--- src/hw/rtl/tqps_pkg.sv ---
`timescale 1ns / 1ps
package tqps_pkg;

  localparam logic [2:0] MODE_TICK   = 3'd0;
  localparam logic [2:0] MODE_CREATE = 3'd1;
  localparam logic [2:0] MODE_BLOCK  = 3'd2;
  localparam logic [2:0] MODE_WAKE   = 3'd3;
  localparam logic [2:0] MODE_REMOVE = 3'd4;

  localparam logic [2:0] ST_OK        = 3'd0;
  localparam logic [2:0] ST_RUN_EMPTY = 3'd1;
  localparam logic [2:0] ST_WAIT_EMPT = 3'd2;
  localparam logic [2:0] ST_RUN_FULL  = 3'd3;
  localparam logic [2:0] ST_NOT_FOUND = 3'd4;
  localparam logic [2:0] ST_Q_FULL    = 3'd5;

  localparam logic [1:0] POL_FCFS = 2'd0;
  localparam logic [1:0] POL_RR   = 2'd1;
  localparam logic [1:0] POL_PRIO = 2'd2;
  localparam logic [1:0] POL_SRT  = 2'd3;

  localparam logic [1:0] REG_POLICY  = 2'd0;
  localparam logic [1:0] REG_SLICE   = 2'd1;
  localparam logic [1:0] REG_RUN_CAP = 2'd2;
  localparam logic [1:0] REG_REFILL  = 2'd3;

  localparam logic [5:0] RUN_CAP_RST = 6'd20;
  localparam logic [5:0] REFILL_RST  = 6'd5;

  // Result beat returned by one operation.
  typedef struct packed {
    logic [2:0]  status;
    logic [15:0] new_id;
    logic        retired;
    logic [15:0] retired_id;
    logic [15:0] head_id;
    logic [5:0]  run_level;
    logic [5:0]  wait_level;
  } result_t;

endpackage

--- src/hw/rtl/tqps_ram.sv ---
`timescale 1ns / 1ps
module tqps_ram #(
  parameter int WIDTH = 8,
  parameter int DEPTH = 32
) (
  input  logic                     clk_i,
  input  logic                     we_i,
  input  logic [$clog2(DEPTH)-1:0] waddr_i,
  input  logic [WIDTH-1:0]         wdata_i,
  input  logic [$clog2(DEPTH)-1:0] raddr_i,
  output logic [WIDTH-1:0]         rdata_o
);

  logic [WIDTH-1:0] mem_q [DEPTH];

  always_ff @(posedge clk_i) begin
    if (we_i) begin
      mem_q[waddr_i] <= wdata_i;
    end
    rdata_o <= mem_q[raddr_i];
  end

endmodule

--- src/hw/rtl/two_queue_process_scheduler_top.sv ---
`timescale 1ns / 1ps
// Two-queue process scheduler.
// Input channel: in_valid_i / in_stall_o carry one operation per beat
// (mode, burst_time, priority_level, proc_id). A beat is taken when valid
// is high and stall is low. Output channel: out_valid_o / out_stall_i
// carry one result beat per operation, in order.
// Configuration: cfg_valid_i / cfg_ready_o with cfg_index_i and
// cfg_data_i; ready only while idle with no result pending.
// Operation is sequential: one sequencer walks both queues through one
// registered RAM read port per queue. Search issues a read and then compares
// each entry visited; compaction reads entry idx+1 and then writes it at idx.
// A sort pass reads its key, then reads and compares each neighbour j-1,
// shifting it up one place until the key lands. Priority and shortest-time
// policies sort both queues before and after every operation (four passes);
// first come and round robin skip the sort, so a tick costs its top-up
// and compaction walks. The input is stalled until the result is loaded into
// the output register; a stalled receiver holds the sequencer at its last
// step, so a new beat may be taken while a result waits.
// Reset clears occupancies, id counter and registers; queue storage is
// not cleared, only entries below an occupancy are ever read.
module two_queue_process_scheduler_top
  import tqps_pkg::*;
#(
  parameter int RUN_DEPTH  = 32,
  parameter int WAIT_DEPTH = 32,
  parameter int ID_BITS    = 16
) (
  input  logic        clk_i,
  input  logic        rst_ni,
  input  logic        in_valid_i,
  output logic        in_stall_o,
  input  logic [2:0]  mode_i,
  input  logic [15:0] burst_time_i,
  input  logic [3:0]  priority_level_i,
  input  logic [15:0] proc_id_i,
  output logic        out_valid_o,
  input  logic        out_stall_i,
  output logic [2:0]  status_o,
  output logic [15:0] new_id_o,
  output logic        retired_o,
  output logic [15:0] retired_id_o,
  output logic [15:0] head_id_o,
  output logic [5:0]  run_level_o,
  output logic [5:0]  wait_level_o,
  input  logic        cfg_valid_i,
  output logic        cfg_ready_o,
  input  logic [1:0]  cfg_index_i,
  input  logic [15:0] cfg_data_i
);

  localparam int RA = $clog2(RUN_DEPTH);
  localparam int WA = $clog2(WAIT_DEPTH);
  localparam int CW = (RA > WA ? RA : WA) + 1;
  localparam int CMPW = (CW > 6) ? CW : 6;
  localparam int EW = ID_BITS + 16 + 16 + 4;

  // Entry layout: {id, burst, left, prio}
  typedef struct packed {
    logic [ID_BITS-1:0] id;
    logic [15:0]        burst;
    logic [15:0]        left;
    logic [3:0]         prio;
  } entry_t;

  // Sequencer states
  localparam logic [4:0] S_IDLE   = 5'd0;
  localparam logic [4:0] S_SORT   = 5'd1;  // insertion sort, pick key
  localparam logic [4:0] S_SRTK   = 5'd2;  // key read lands
  localparam logic [4:0] S_SRTR   = 5'd3;  // read neighbour j-1
  localparam logic [4:0] S_SRTC   = 5'd4;  // compare and shift
  localparam logic [4:0] S_DISP   = 5'd5;
  localparam logic [4:0] S_FIND   = 5'd6;  // issue read at idx
  localparam logic [4:0] S_FINDC  = 5'd7;  // compare
  localparam logic [4:0] S_SHR    = 5'd8;  // compact: read idx+1
  localparam logic [4:0] S_SHW    = 5'd9;  // compact: write idx
  localparam logic [4:0] S_APP    = 5'd10; // append held entry
  localparam logic [4:0] S_TOPR   = 5'd11; // read wait head
  localparam logic [4:0] S_TOPW   = 5'd12;
  localparam logic [4:0] S_HEADR  = 5'd13; // read run head
  localparam logic [4:0] S_HEADW  = 5'd14;
  localparam logic [4:0] S_POST   = 5'd15; // post-operation sort or finish
  localparam logic [4:0] S_HIDR   = 5'd16; // read head id for result
  localparam logic [4:0] S_HIDW   = 5'd17;
  localparam logic [4:0] S_DONE   = 5'd18;
  localparam logic [4:0] S_SRTW   = 5'd19; // key lands at slot 0

  // Compaction follow-up actions
  localparam logic [2:0] NX_NONE    = 3'd0;
  localparam logic [2:0] NX_TOPUP   = 3'd1; // wait head taken, keep topping
  localparam logic [2:0] NX_PROMOTE = 3'd2; // retire then promote
  localparam logic [2:0] NX_APPRUN  = 3'd3; // rotate / wake: append to run
  localparam logic [2:0] NX_APPWAIT = 3'd4; // block: append to wait
  localparam logic [2:0] NX_PROMEND = 3'd5; // promoted after retire

  logic [4:0]  state_q, state_d;
  logic [1:0]  policy_q;
  logic [15:0] slice_q;
  logic [5:0]  cap_q, refill_q;
  logic [CW-1:0] run_n_q, run_n_d, wait_n_q, wait_n_d;
  logic [ID_BITS-1:0] next_q, next_d;

  logic [2:0]  mode_q;
  logic [15:0] burst_q, pid_q;
  logic [3:0]  prio_q;

  logic [1:0]  sort_pass_q, sort_pass_d;   // 0,1 pre (run,wait) 2,3 post
  logic        sq_q, sq_d;                 // queue selector: 0 run, 1 wait
  logic [CW-1:0] i_q, i_d, j_q, j_d, idx_q, idx_d;
  entry_t      key_q, key_d, hold_q, hold_d;
  logic [2:0]  nx_q, nx_d;

  result_t     res_q, res_d;
  result_t     out_q, out_d;
  logic        ovalid_q, ovalid_d;

  // RAM ports
  logic          r_we, w_we;
  logic [RA-1:0] r_wa, r_ra;
  logic [WA-1:0] w_wa, w_ra;
  entry_t        r_wd, w_wd, r_rd, w_rd;

  tqps_ram #(.WIDTH(EW), .DEPTH(RUN_DEPTH)) u_run_ram (
    .clk_i, .we_i(r_we), .waddr_i(r_wa), .wdata_i(r_wd),
    .raddr_i(r_ra), .rdata_o(r_rd)
  );
  tqps_ram #(.WIDTH(EW), .DEPTH(WAIT_DEPTH)) u_wait_ram (
    .clk_i, .we_i(w_we), .waddr_i(w_wa), .wdata_i(w_wd),
    .raddr_i(w_ra), .rdata_o(w_rd)
  );

  logic [CW-1:0] cap_eff;
  logic          in_acc;
  entry_t        rd_sel;
  logic [CW-1:0] cur_n;
  logic          key_first;

  assign cap_eff = (CMPW'(cap_q) > CMPW'(RUN_DEPTH)) ? CW'(RUN_DEPTH) : CW'(cap_q);
  assign in_stall_o  = (state_q != S_IDLE);
  assign in_acc      = in_valid_i && !in_stall_o;
  assign cfg_ready_o = (state_q == S_IDLE) && !ovalid_q;
  assign rd_sel      = sq_q ? w_rd : r_rd;
  assign cur_n       = sq_q ? wait_n_q : run_n_q;

  // Shared compare: does key go ahead of rd_sel under the sorted policies
  always_comb begin
    key_first = 1'b0;
    case (policy_q)
      POL_PRIO: key_first = key_q.prio > rd_sel.prio;
      POL_SRT:  key_first = key_q.left < rd_sel.left;
      default:  key_first = 1'b0;
    endcase
  end

  always_ff @(posedge clk_i or negedge rst_ni) begin
    if (!rst_ni) begin
      policy_q <= POL_FCFS;
      slice_q  <= 16'd1;
      cap_q    <= RUN_CAP_RST;
      refill_q <= REFILL_RST;
    end else if (cfg_valid_i && cfg_ready_o) begin
      case (cfg_index_i)
        REG_POLICY:  policy_q <= cfg_data_i[1:0];
        REG_SLICE:   slice_q  <= cfg_data_i;
        REG_RUN_CAP: cap_q    <= cfg_data_i[5:0];
        REG_REFILL:  refill_q <= cfg_data_i[5:0];
        default:     ;
      endcase
    end
  end

  always_ff @(posedge clk_i or negedge rst_ni) begin
    if (!rst_ni) begin
      state_q     <= S_IDLE;
      run_n_q     <= '0;
      wait_n_q    <= '0;
      next_q      <= '0;
      ovalid_q    <= 1'b0;
      sort_pass_q <= '0;
      sq_q        <= 1'b0;
      nx_q        <= NX_NONE;
    end else begin
      state_q     <= state_d;
      run_n_q     <= run_n_d;
      wait_n_q    <= wait_n_d;
      next_q      <= next_d;
      ovalid_q    <= ovalid_d;
      sort_pass_q <= sort_pass_d;
      sq_q        <= sq_d;
      nx_q        <= nx_d;
    end
  end

  always_ff @(posedge clk_i) begin
    i_q    <= i_d;
    j_q    <= j_d;
    idx_q  <= idx_d;
    key_q  <= key_d;
    hold_q <= hold_d;
    res_q  <= res_d;
    out_q  <= out_d;
    if (in_acc) begin
      mode_q  <= mode_i;
      burst_q <= burst_time_i;
      prio_q  <= priority_level_i;
      pid_q   <= proc_id_i;
    end
  end

  always_comb begin
    state_d = state_q; run_n_d = run_n_q; wait_n_d = wait_n_q; next_d = next_q;
    ovalid_d = ovalid_q && out_stall_i; sort_pass_d = sort_pass_q; sq_d = sq_q;
    i_d = i_q; j_d = j_q; idx_d = idx_q; key_d = key_q; hold_d = hold_q;
    nx_d = nx_q; res_d = res_q; out_d = out_q;
    r_we = 1'b0; w_we = 1'b0; r_wa = '0; w_wa = '0; r_wd = key_q; w_wd = key_q;
    r_ra = '0; w_ra = '0;
    case (state_q)
      S_IDLE: begin
        if (in_acc) begin
          res_d = '0;
          sort_pass_d = 2'd0; sq_d = 1'b0; i_d = CW'(1);
          state_d = (policy_q[1]) ? S_SORT : S_DISP;
        end
      end
      // ---- stable insertion sort on queue sq_q -----------------------
      S_SORT: begin
        if (i_q >= cur_n) begin
          if (sort_pass_q[0]) begin
            state_d = sort_pass_q[1] ? S_HIDR : S_DISP;
          end else begin
            sort_pass_d = sort_pass_q + 2'd1; sq_d = 1'b1; i_d = CW'(1);
          end
        end else begin
          r_ra = RA'(i_q); w_ra = WA'(i_q); j_d = i_q;
          state_d = S_SRTK;
        end
      end
      S_SRTK: begin
        key_d = rd_sel;
        r_ra = RA'(j_q - 1'b1); w_ra = WA'(j_q - 1'b1);
        state_d = S_SRTC;
      end
      S_SRTR: begin
        r_ra = RA'(j_q - 1'b1); w_ra = WA'(j_q - 1'b1);
        state_d = S_SRTC;
      end
      S_SRTC: begin
        if (key_first) begin
          // shift j-1 up to j
          r_wa = RA'(j_q); w_wa = WA'(j_q); r_wd = rd_sel; w_wd = rd_sel;
          r_we = !sq_q; w_we = sq_q;
          j_d = j_q - 1'b1;
          if (j_q == CW'(1)) begin
            r_wa = RA'(j_q); w_wa = WA'(j_q);
            state_d = S_SRTW;
          end else begin
            state_d = S_SRTR;
          end
        end else begin
          r_wa = RA'(j_q); w_wa = WA'(j_q); r_wd = key_q; w_wd = key_q;
          r_we = !sq_q; w_we = sq_q;
          i_d = i_q + 1'b1;
          state_d = S_SORT;
        end
      end
      S_SRTW: begin
        r_wa = '0; w_wa = '0; r_wd = key_q; w_wd = key_q;
        r_we = !sq_q; w_we = sq_q;
        i_d = i_q + 1'b1;
        state_d = S_SORT;
      end
      // ---- dispatch on mode -----------------------------------------
      S_DISP: begin
        nx_d = NX_NONE;
        case (mode_q)
          MODE_TICK: begin
            if (run_n_q == '0) begin
              res_d.status = ST_RUN_EMPTY; state_d = S_POST;
            end else begin
              r_ra = '0; state_d = S_HEADR; // hold head before top-up
            end
          end
          MODE_CREATE: begin
            key_d.id = next_q + 1'b1; key_d.burst = burst_q;
            key_d.left = burst_q; key_d.prio = prio_q;
            if (run_n_q < cap_eff) begin
              sq_d = 1'b0; state_d = S_APP;
              next_d = next_q + 1'b1; res_d.new_id = 16'(next_q + 1'b1);
            end else if (wait_n_q < CW'(WAIT_DEPTH)) begin
              sq_d = 1'b1; state_d = S_APP;
              next_d = next_q + 1'b1; res_d.new_id = 16'(next_q + 1'b1);
            end else begin
              res_d.status = ST_Q_FULL; state_d = S_POST;
            end
          end
          MODE_BLOCK: begin
            if (run_n_q == '0) begin
              res_d.status = ST_RUN_EMPTY; state_d = S_POST;
            end else begin
              sq_d = 1'b0; idx_d = '0; state_d = S_FIND;
            end
          end
          MODE_WAKE: begin
            if (wait_n_q == '0) begin
              res_d.status = ST_WAIT_EMPT; state_d = S_POST;
            end else if (run_n_q >= cap_eff) begin
              res_d.status = ST_RUN_FULL; state_d = S_POST;
            end else begin
              sq_d = 1'b1; idx_d = '0; state_d = S_FIND;
            end
          end
          MODE_REMOVE: begin
            sq_d = 1'b0; idx_d = '0; state_d = S_FIND;
          end
          default: state_d = S_POST;
        endcase
      end
      // ---- linear search for proc_id --------------------------------
      S_FIND: begin
        if (idx_q >= cur_n) begin
          res_d.status = ST_NOT_FOUND; state_d = S_POST;
        end else begin
          r_ra = RA'(idx_q); w_ra = WA'(idx_q); state_d = S_FINDC;
        end
      end
      S_FINDC: begin
        if (rd_sel.id == ID_BITS'(pid_q)) begin
          hold_d = rd_sel;
          if (mode_q == MODE_BLOCK && wait_n_q >= CW'(WAIT_DEPTH)) begin
            res_d.status = ST_Q_FULL; state_d = S_POST;
          end else begin
            nx_d = (mode_q == MODE_BLOCK) ? NX_APPWAIT :
                   (mode_q == MODE_WAKE)  ? NX_APPRUN  : NX_NONE;
            state_d = S_SHR;
          end
        end else begin
          idx_d = idx_q + 1'b1; state_d = S_FIND;
        end
      end
      // ---- compaction: remove entry idx of queue sq_q ----------------
      S_SHR: begin
        if (idx_q + 1'b1 >= cur_n) begin
          if (sq_q) wait_n_d = wait_n_q - 1'b1;
          else      run_n_d  = run_n_q - 1'b1;
          state_d = S_APP;
          case (nx_q)
            NX_APPRUN:  begin sq_d = 1'b0; key_d = hold_q; end
            NX_APPWAIT: begin sq_d = 1'b1; key_d = hold_q; end
            NX_TOPUP:   sq_d = 1'b0;   // key_q already holds the wait head
            NX_PROMOTE: begin
              if (wait_n_q != '0) begin
                sq_d = 1'b1; idx_d = '0; w_ra = '0; nx_d = NX_PROMEND;
                state_d = S_TOPW;
              end else begin
                state_d = S_POST;
              end
            end
            NX_PROMEND: sq_d = 1'b0;   // key_q already holds the wait head
            default: state_d = S_POST;
          endcase
        end else begin
          r_ra = RA'(idx_q + 1'b1); w_ra = WA'(idx_q + 1'b1);
          state_d = S_SHW;
        end
      end
      S_SHW: begin
        r_wa = RA'(idx_q); w_wa = WA'(idx_q); r_wd = rd_sel; w_wd = rd_sel;
        r_we = !sq_q; w_we = sq_q;
        idx_d = idx_q + 1'b1; state_d = S_SHR;
      end
      S_APP: begin
        // append key at the tail of queue sq_q
        if (sq_q) begin
          w_wa = WA'(wait_n_q); w_we = 1'b1; wait_n_d = wait_n_q + 1'b1;
        end else begin
          r_wa = RA'(run_n_q); r_we = 1'b1; run_n_d = run_n_q + 1'b1;
        end
        state_d = (nx_q == NX_TOPUP) ? S_TOPR : S_POST;
      end
      // ---- tick: head held in hold_q, then top-up -------------------
      S_HEADR: begin
        hold_d = r_rd;
        nx_d = NX_TOPUP; state_d = S_TOPR;
      end
      S_TOPR: begin
        // hold_q keeps the charged head; key_q carries promoted entries
        if (CMPW'(refill_q) > CMPW'(run_n_q) &&
            run_n_q < CW'(RUN_DEPTH) && wait_n_q != '0) begin
          w_ra = '0; state_d = S_TOPW;
        end else begin
          state_d = S_HEADW;
        end
      end
      S_TOPW: begin
        key_d = w_rd;
        // remove wait head, then append to run
        sq_d = 1'b1; idx_d = '0;
        state_d = S_SHR;
        if (nx_q == NX_TOPUP) hold_d = hold_q;
      end
      S_HEADW: begin
        key_d = hold_q;
        key_d.left = (hold_q.left > slice_q) ? hold_q.left - slice_q : 16'd0;
        state_d = S_DONE;
        if (hold_q.left <= slice_q) begin
          res_d.retired = 1'b1; res_d.retired_id = 16'(hold_q.id);
        end
      end
      S_DONE: begin
        // apply charge result to the head of the run queue
        sq_d = 1'b0; idx_d = '0;
        if (res_q.retired) begin
          nx_d = NX_PROMOTE; state_d = S_SHR;
        end else if (policy_q == POL_RR && run_n_q > CW'(1)) begin
          hold_d = key_q; nx_d = NX_APPRUN; state_d = S_SHR;
        end else begin
          r_wa = '0; r_wd = key_q; r_we = 1'b1; nx_d = NX_NONE;
          state_d = S_POST;
        end
      end
      S_POST: begin
        nx_d = NX_NONE;
        if (policy_q[1]) begin
          sort_pass_d = 2'd2; sq_d = 1'b0; i_d = CW'(1); state_d = S_SORT;
        end else begin
          state_d = S_HIDR;
        end
      end
      S_HIDR: begin
        r_ra = '0; state_d = S_HIDW;
      end
      S_HIDW: begin
        // run head keeps being read at address 0 while the output is busy
        res_d.head_id = (run_n_q != '0) ? 16'(r_rd.id) : 16'd0;
        res_d.run_level = 6'(run_n_q); res_d.wait_level = 6'(wait_n_q);
        if (!ovalid_q || !out_stall_i) begin
          out_d = res_d;
          ovalid_d = 1'b1; state_d = S_IDLE;
        end
      end
      default: state_d = S_IDLE;
    endcase
  end

  assign out_valid_o  = ovalid_q;
  assign status_o     = out_q.status;
  assign new_id_o     = out_q.new_id;
  assign retired_o    = out_q.retired;
  assign retired_id_o = out_q.retired_id;
  assign head_id_o    = out_q.head_id;
  assign run_level_o  = out_q.run_level;
  assign wait_level_o = out_q.wait_level;

endmodule

--- config.mk ---
export PLATFORM = sky130hd
export DESIGN_NAME = two_queue_process_scheduler_top
export DESIGN_NICKNAME = d
export VERILOG_FILES = /design/src/hw/rtl/tqps_pkg.sv /design/src/hw/rtl/tqps_ram.sv /design/src/hw/rtl/two_queue_process_scheduler_top.sv
export SDC_FILE = /design/constraint.sdc
export NUM_CORES = 2
export LEC_CHECK = 0
export BUFFER_PORTS_ARGS = -buffer_cell sky130_fd_sc_hd__clkbuf_2
export CAP_MARGIN = 25
export CORE_AREA = 2 2 493 495
export DETAILED_ROUTE_END_ITERATION = 6
export DIE_AREA = 0 0 495 497
export GPL_ROUTABILITY_DRIVEN = 0
export PLACE_DENSITY = 0.59
export SLEW_MARGIN = 40
export SYNTH_ARGS = -nofsm -noshare
export SYNTH_HDL_FRONTEND = slang
export SYNTH_SLANG_ARGS = --single-unit
export TNS_END_PERCENT = 5
--- constraint.sdc ---
create_clock -name clk_i -period 6.2 [get_ports clk_i]
set_clock_uncertainty 0.05 [all_clocks]
set_input_delay 0.31 -clock clk_i [delete_from_list [all_inputs] [get_ports clk_i]]
set_output_delay 0.31 -clock clk_i [all_outputs]
set_load 0.02 [all_outputs]
==> After elaboration in Yosys (flattened, before gate mapping) <==
Memories as Yosys holds them, arrays and structs flattened. A register that Yosys moved wholly into a read port is not among the register bits.
Index checks and enable logic that the tools add are counted.
{ "word_totals": {"elab_cells": 340, "regBits": 331, "in_bits": 62, "ramBits": 3328, "output_inout_bits": 67, "n_memories": 2} }
{ "mem_list": {"columns": ["name", "depth", "word_bits", "rd", "rd_clocked_by_memory_dff", "write_ports", "line", "rtl"], "rows": [
  ["u_run_ram.mem_q", 32, 52, 1, 1, 1, "tqps_ram.sv:14", "logic [WIDTH-1:0] mem_q [DEPTH];"],
  ["u_wait_ram.mem_q", 32, 52, 1, 1, 1, "tqps_ram.sv:14", null]
]} }
{ "classes": {"mux": 134, "reduce_logical": 64, "eq_ne": 76, "n_addsub": 10, "order_cmp": 15} }
{ "op_table": {"columns": ["cell", "n"], "rows": [
  ["52-bit 2-to-1 mux", 8],
  ["52-bit one-hot mux with 5 select lines", 1],
  ["52-bit one-hot mux with 3 select lines", 1],
  ["6-bit 2-to-1 mux", 22],
  ["52-bit one-hot mux with 2 select lines", 1],
  ["5-bit one-hot mux with 18 select lines", 1],
  ["5-bit 2-to-1 mux", 16],
  ["16-bit 2-to-1 mux", 4],
  ["64-bit 2-to-1 mux", 1],
  ["3-bit 2-to-1 mux", 21],
  ["6-bit one-hot mux with 5 select lines", 2],
  ["2-bit inequality test (second input constant)", 23],
  ["5-bit by 4-bit == test with 1-bit output (second input constant)", 8],
  ["6-bit one-hot mux with 2 select lines", 3],
  ["17-bit one-hot mux with 2 select lines", 1],
  ["16-bit one-hot mux with 2 select lines", 1],
  ["5-bit one-hot mux with 3 select lines", 2],
  ["3-bit inequality test (second input constant)", 9],
  ["5-bit one-hot mux with 5 select lines", 1],
  ["5-bit nonzero test", 5],
  ["6-bit by 1-bit adder with 6-bit output (second input constant)", 4],
  ["6-bit greater-or-equal comparator", 4],
  ["4-bit AND reduction", 6],
  ["1-bit 2-to-1 mux", 21],
  ["other kinds (66)", 133]
]} }

==> Logic depth before layout (Yosys ltp) <==
{ "logic_depth": {"ltp_word": 7, "depth_mapped": 22, "ltp_nobuf": 14} }

==> Hierarchy <==
A second synthesis with hierarchy kept.
{ "hier_totals": {"cells_unflattened": 8952, "hier_area_um2": 149998.9} }
{ "modules_own_cells": {"columns": ["mod", "cells_per_inst", "instances", "area_per_inst_um2", "seq_area_each_um2"], "rows": [
  ["tqps_ram (u_wait_ram)", 3641, 1, 65723.0, 51008.9],
  ["tqps_ram (u_run_ram)", 3641, 1, 65721.8, 51008.9],
  ["two_queue_process_scheduler_top", 1670, 1, 18554.0, 9595.5]
]} }

==> Least setup slack after synthesis <==
OpenSTA, ideal clock, no wires.
{ "synth_timing": {"path_kind": "flip-flop to flip-flop", "from": "register sq_q", "to": "register key_q[0] (netlist bit) (enable)", "t_arrival_ps": 6201, "n_path_buf": 4, "synth_period_minus_slack_ps": 6770, "path_stages_with_launch": 11, "setup_slack_ps": -570, "required_ps": 5631, "setup_ps": 519, "path_cell_list": "dfrtp_1 -> buf_2 -> buf_1 -> clkbuf_1 -> clkbuf_1 -> o21ai_0 -> ha_1 -> a21boi_1 -> o31a_1 -> nor3_1 -> nor4_1"} }
{ "synth_via": {"elab_chain_cells": 4} }
{ "synth_rtl": {"columns": ["element", "line", "rtl"], "rows": [
  ["start, declared", "two_queue_process_scheduler_top.sv:107", "logic sq_q, sq_d;"],
  ["start signal, assigned", "two_queue_process_scheduler_top.sv:188", "sq_q <= sq_d;"],
  ["6-bit 2-to-1 mux", "two_queue_process_scheduler_top.sv:142", "assign cur_n = sq_q ? wait_n_q : run_n_q;"],
  ["6-bit greater-or-equal comparator", "two_queue_process_scheduler_top.sv:341", "if (idx_q + 1'b1 >= cur_n) begin"],
  ["2-bit inequality test (no line)", null, null],
  ["4-bit AND reduction (no line)", null, null],
  ["end signal, assigned", "two_queue_process_scheduler_top.sv:197", "key_q <= key_d;"],
  ["end, declared", "two_queue_process_scheduler_top.sv:109", "entry_t key_q, key_d, hold_q, hold_d;"]
]} }
Every way passes these cells.
A chain may end at the register's enable or synchronous reset.

==> Final worst setup path <==
{ "layout_timing": {"from": "register run_n_q[0]", "to": "register u_wait_ram.rdata_o[47] (read register of u_wait_ram.mem_q)"} }
{ "layout_via": {"elab_chain_cells": 4, "elab_cells_between_ends": 8, "cone_classes": "3 x order compare; 5 x mux"} }
{ "layout_rtl": {"columns": ["element", "line", "rtl"], "rows": [
  ["start, declared", "two_queue_process_scheduler_top.sv:99", "logic [CW-1:0] run_n_q, run_n_d, wait_n_q, wait_n_d;"],
  ["start signal, assigned", "two_queue_process_scheduler_top.sv:183", "run_n_q <= run_n_d;"],
  ["6-bit 2-to-1 mux (*)", "two_queue_process_scheduler_top.sv:142", null],
  ["6-bit greater-or-equal comparator (on tied branches)", "two_queue_process_scheduler_top.sv:341, two_queue_process_scheduler_top.sv:226, two_queue_process_scheduler_top.sv:319", null],
  ["5-bit 2-to-1 mux (on tied branches)", "two_queue_process_scheduler_top.sv:341, two_queue_process_scheduler_top.sv:226, two_queue_process_scheduler_top.sv:319", null],
  ["5-bit one-hot mux with 4 select lines (*)", null, null],
  ["end, declared", "tqps_ram.sv:11", "output logic [WIDTH-1:0] rdata_o"]
]} }
Mark *: on every way between the ends. The rest lies on a longest branch, timed or not.

==> results.yml <==
run_status:
  status: "finished clean"
critical_path:
  path_delay_family: "compound AO/OA/AOI/OAI gates"
  crit_arrival_ps: 6430
  cp-start-kind: "register"
  end_kind: "register"
  timing.rr.end: "u_wait_ram.rdata_o[47]"
  criticalPathCategory: "reg2reg"
  required_ps: 6930
  worst-path-max-fanout: 32
  slowest_stage: "a2111oi_1"
  cpPeakStageDelay_ps: 750
  cp_cell_sequence: "inv_1 > o21ai_0 > ha_1 > a21boi_1 > o31a_1 > or3_1 > o32a_2 > nand2_8 > buf_12 > a2111oi_0 > a221oi_1 > a2111oi_1 > nor4_1"
  crit_buf_inv: 2
  reg2reg_from: "run_n_q[0]"
  r2r_slack_ps: 500
  reg2reg_depth: 13
floorplanning:
  coreArea_um2: 240100
  ios: 129
  die_x_um: 495
  start_util_pct: 44.91
  rows: 180
  die-height_um: 497
  design.die.area_um2: 246000
logic_synthesis:
  syn-num-nets: 7788
  async_flop_share_pct: 2.617
  netlist-cell-type-count: 83
  yosys_most_used_dff: "edfxtp_1"
  synth_area_per_cell_um2: 14.10
  ys_seq_area_share_pct: 73.51
  synth.cell_area_um2: 107800
  synth.yosys.warnings: 0
  syn_inst: 7646
  synth_edf_count: 2533
  ys_seq_elements: 2675
detailed_routing:
  finalWirelength_um: 339400
  ant_nets: 0
  detail_route.wl_per_cell_um: 29.67
  vias_per_cell: 6.170
  wl_met2_um: 156800
  routed.top_layer: "met5"
  drtIter0Drc: 9551
  first_pass_iters: 6
  drc: 0
  via_count: 70570
  dr_wl_met3_um: 34350
  wl_met1_um: 136200
timing:
  rsz0062_at_grt: "false"
  hold_viol: 0
  setup_violations: 0
  maxClockFrequency_mhz: 175.5
  fin_crit_sh_pct: 91.89
  maxSlewHeadroom_pct: 38.04
  fin_tns_setup_ps: 0
  period_minus_slack_ps: 5697
  worstMarginPinSlew_ps: 929.4
  drv_slew: 0
clocking:
  cts_tree: "yes"
  cts_max_level: 5
  post_cts_buffers: 0
  numCtsBuffers: 289
  worstSkewPairLatency_ps: 950
  cts_sinks: 2675
  cts_hold_buf: 106
  clk_pin_slew_worst_paths_ps: 60
  post_cts_resized: 0
  cts_buffer_depth: 4
  root_buffer: "clkbuf_16"
power_and_ir_drop:
  leakagePower_nw: 42.13
  peakVddDrop_v: 0.0004929
  p_int_w: 0.04223
  p_switching_w: 0.02771
  power_density_nw_per_um2: 560.3
  clockPowerShare_pct: 23.4
  swShare_pct: 39.61
  combinationalPowerShare_pct: 39.8
  p_seq_share_pct: 36.8
grt:
  first_global_vias: 66730
  antenna_found_initial: 17
  grt-ovfl-total: 0
  grtUsageTotal_pct: 26.93
  grt_pass1_wl_um: 483000
  grt_max_degree: 115
final_layout:
  utilization_pct: 52.00
  fin_nets: 8178
  area_growth_pct: 15.78
  drive_above_1_share_pct: 12.88
hold_path:
  min_path_cells: 2
  hold_class: "in2reg"
  holdCritStartpoint: "burst_time_i[12]"
  min_to: "burst_q[12]"
job:
  maxCapViolCount: 0
placement:
  hpwlAfterDp_um: 198900
  portBuffers: 128
per-layer routing:
layer | global-route usage (%) | vias to the layer above
li1 | - | 30140
met5 | 0 | -
met4 | 9.335 | 2
met1 | 37.88 | 35770
met3 | 4.792 | 658
met2 | 42.19 | 4000
worst reg2reg max path, delay by kind of cell, from the launching register on:
kind	cells	cell delay, ps
compound gates	7	3020
fa+ha+maj	1	330
buf+inv	2	620
flops	1	630
simple gates	3	930
synth_stat cells, types with 17 or more instances:
master     count  area (um2)
a311oi_1      69       604.3
buf_6         25       281.5
a21oi_1      360        1802
nand2b_1      17       106.4
clkbuf_1     262       983.4
a22oi_1       88       660.6
nor4_1        61       381.6
inv_1         62       232.7
a221oi_1      24       210.2
nand4_1       56       350.3
buf_1         35       131.4
o211ai_1      18       135.1
a222oi_1      30       300.3
edfxtp_1    2533       76060
ha_1          78       975.9
buf_4         23       172.7
nor3_1        87       435.4
nand2_1     1433        5379
and3_1       197        1232
dfxtp_1       72        1441
dfrtp_1       65        1627
and2_1        35       219.0
xnor2_1       52       455.4
xor2_1        29       254.0
o22ai_1       40       250.2
a2111oi_0     24       210.2
o21ai_1       26       130.1
nand3_1      229        1146
nor2_1       207       777.0
nor2b_1       22       137.6
o221ai_1      19       166.4
o21ai_0      176       880.8
a211oi_1     230        1727
mux2i_1      297        2973
mux2_2        54       608.1
buf_2        145       725.7
a21o_1        25       187.7
o32ai_1      109       954.7
a31oi_1      183        1145
worst max-delay path by stage:
stage / slack, ps / startpoint / cells past startpoint / to
3_5_place_dp: 560 / run_n_q[0] / 15 / u_run_ram.rdata_o[12]
5_1_grt: 220 / run_n_q[0] / 15 / u_wait_ram.rdata_o[6]
2_1_floorplan: 940 / sq_q / 10 / key_q[0]
6_report: 500 / run_n_q[0] / 13 / u_wait_ram.rdata_o[47]
4_1_cts: 540 / run_n_q[0] / 15 / u_run_ram.rdata_o[12]
3_3_place_gp: 510 / run_n_q[0] / 13 / u_wait_ram.rdata_o[47]
metrics by stage:
| step | area, um2 | total power, W | worst slack (ps) | std cells | hold WS [ps] |
|---|---|---|---|---|---|
| final | 124800 | 0.06994 | 502.9 | 11440 | 57.79 |
| after global routing | 124800 | 0.07272 | 221.4 | 11430 | 33.39 |
| after CTS | 124800 | 0.06975 | 542.3 | 11430 | 0.1165 |
| after detailed placement | 114900 | 0.05337 | 560.7 | 10820 | 328.2 |
| after global placement | 114500 | 0.05292 | 509.2 | 10810 | 352.3 |
| after floorplan | 107800 | 0.04149 | 939.7 | 7646 | -35.59 |
power groups by stage:
stage | sequential, W | combinational (W) | clock [W]
after floorplan | 0.0251 | 0.0164 | 0
after global placement | 0.0261 | 0.0269 | 0
after detailed placement | 0.0260 | 0.0273 | 0
after CTS | 0.0257 | 0.0276 | 0.0165
after global routing | 0.0258 | 0.0297 | 0.0172
final | 0.0258 | 0.0278 | 0.0163
area by class of cell:
cell class | count | area (um2)
Inverter | 64 | 240.2
Sequential cell | 2675 | 79270
Clock buffer | 393 | 8019
Timing Repair Buffer | 589 | 5670
Antenna cell | 8 | 20.02
Fill cell | 19740 | 115300
Clock inverter | 107 | 809.5
Tap cell | 3185 | 3985
Multi-Input combinational cell | 4417 | 26820
state kept, by name, indices dropped and copies added, names as in the netlist, 16 cells and up:
| register | flops |
|---|---|
| pid_q | 16 |
| new_id_o | 16 |
| hold_q | 36 |
| u_wait_ram.mem_q | 1152 |
| next_q | 16 |
| u_wait_ram.rdata_o | 36 |
| key_q | 36 |
| slice_q | 16 |
| retired_id_o | 16 |
| head_id_o | 16 |
| u_run_ram.rdata_o | 36 |
| res_q | 36 |
| burst_q | 16 |
| u_run_ram.mem_q | 1152 |
cells by family (layout without fill, tap and decap cells):
logic type	count (synthesis)	in the layout	synth area share [%]
DFF	2675	2675	73.51
and+or+nand+nor	2389	2389	9.751
AOI/OAI and AO/OA	1516	1516	9.463
buffers and inverters	554	1153	2.351
muxes	351	351	3.321
xor gates and xnor gates	81	81	0.6580
adders and majority gates	80	80	0.9423
other	0	8	0
cells in the final DEF, fill, tap and decap left out, types with 64 or more instances in the layout:
cell type and n:
and3_1 197, nor2_4 70, nor2_1 135, nand2_1 1426, ha_1 78, o32ai_1 109
nand3_1 228, buf_4 253, o21ai_0 176, a22oi_1 88, clkbuf_1 70, clkbuf_16 294
nor3_1 83, dfxtp_1 72, mux2i_1 297, clkbuf_2 127, a31oi_1 183, edfxtp_1 2533
a211oi_1 228, a311oi_1 69, a21oi_1 359, buf_12 90, dlygate4sd3_1 105, dfrtp_1 64
No activity file was read; power rests on OpenSTA's default activity.
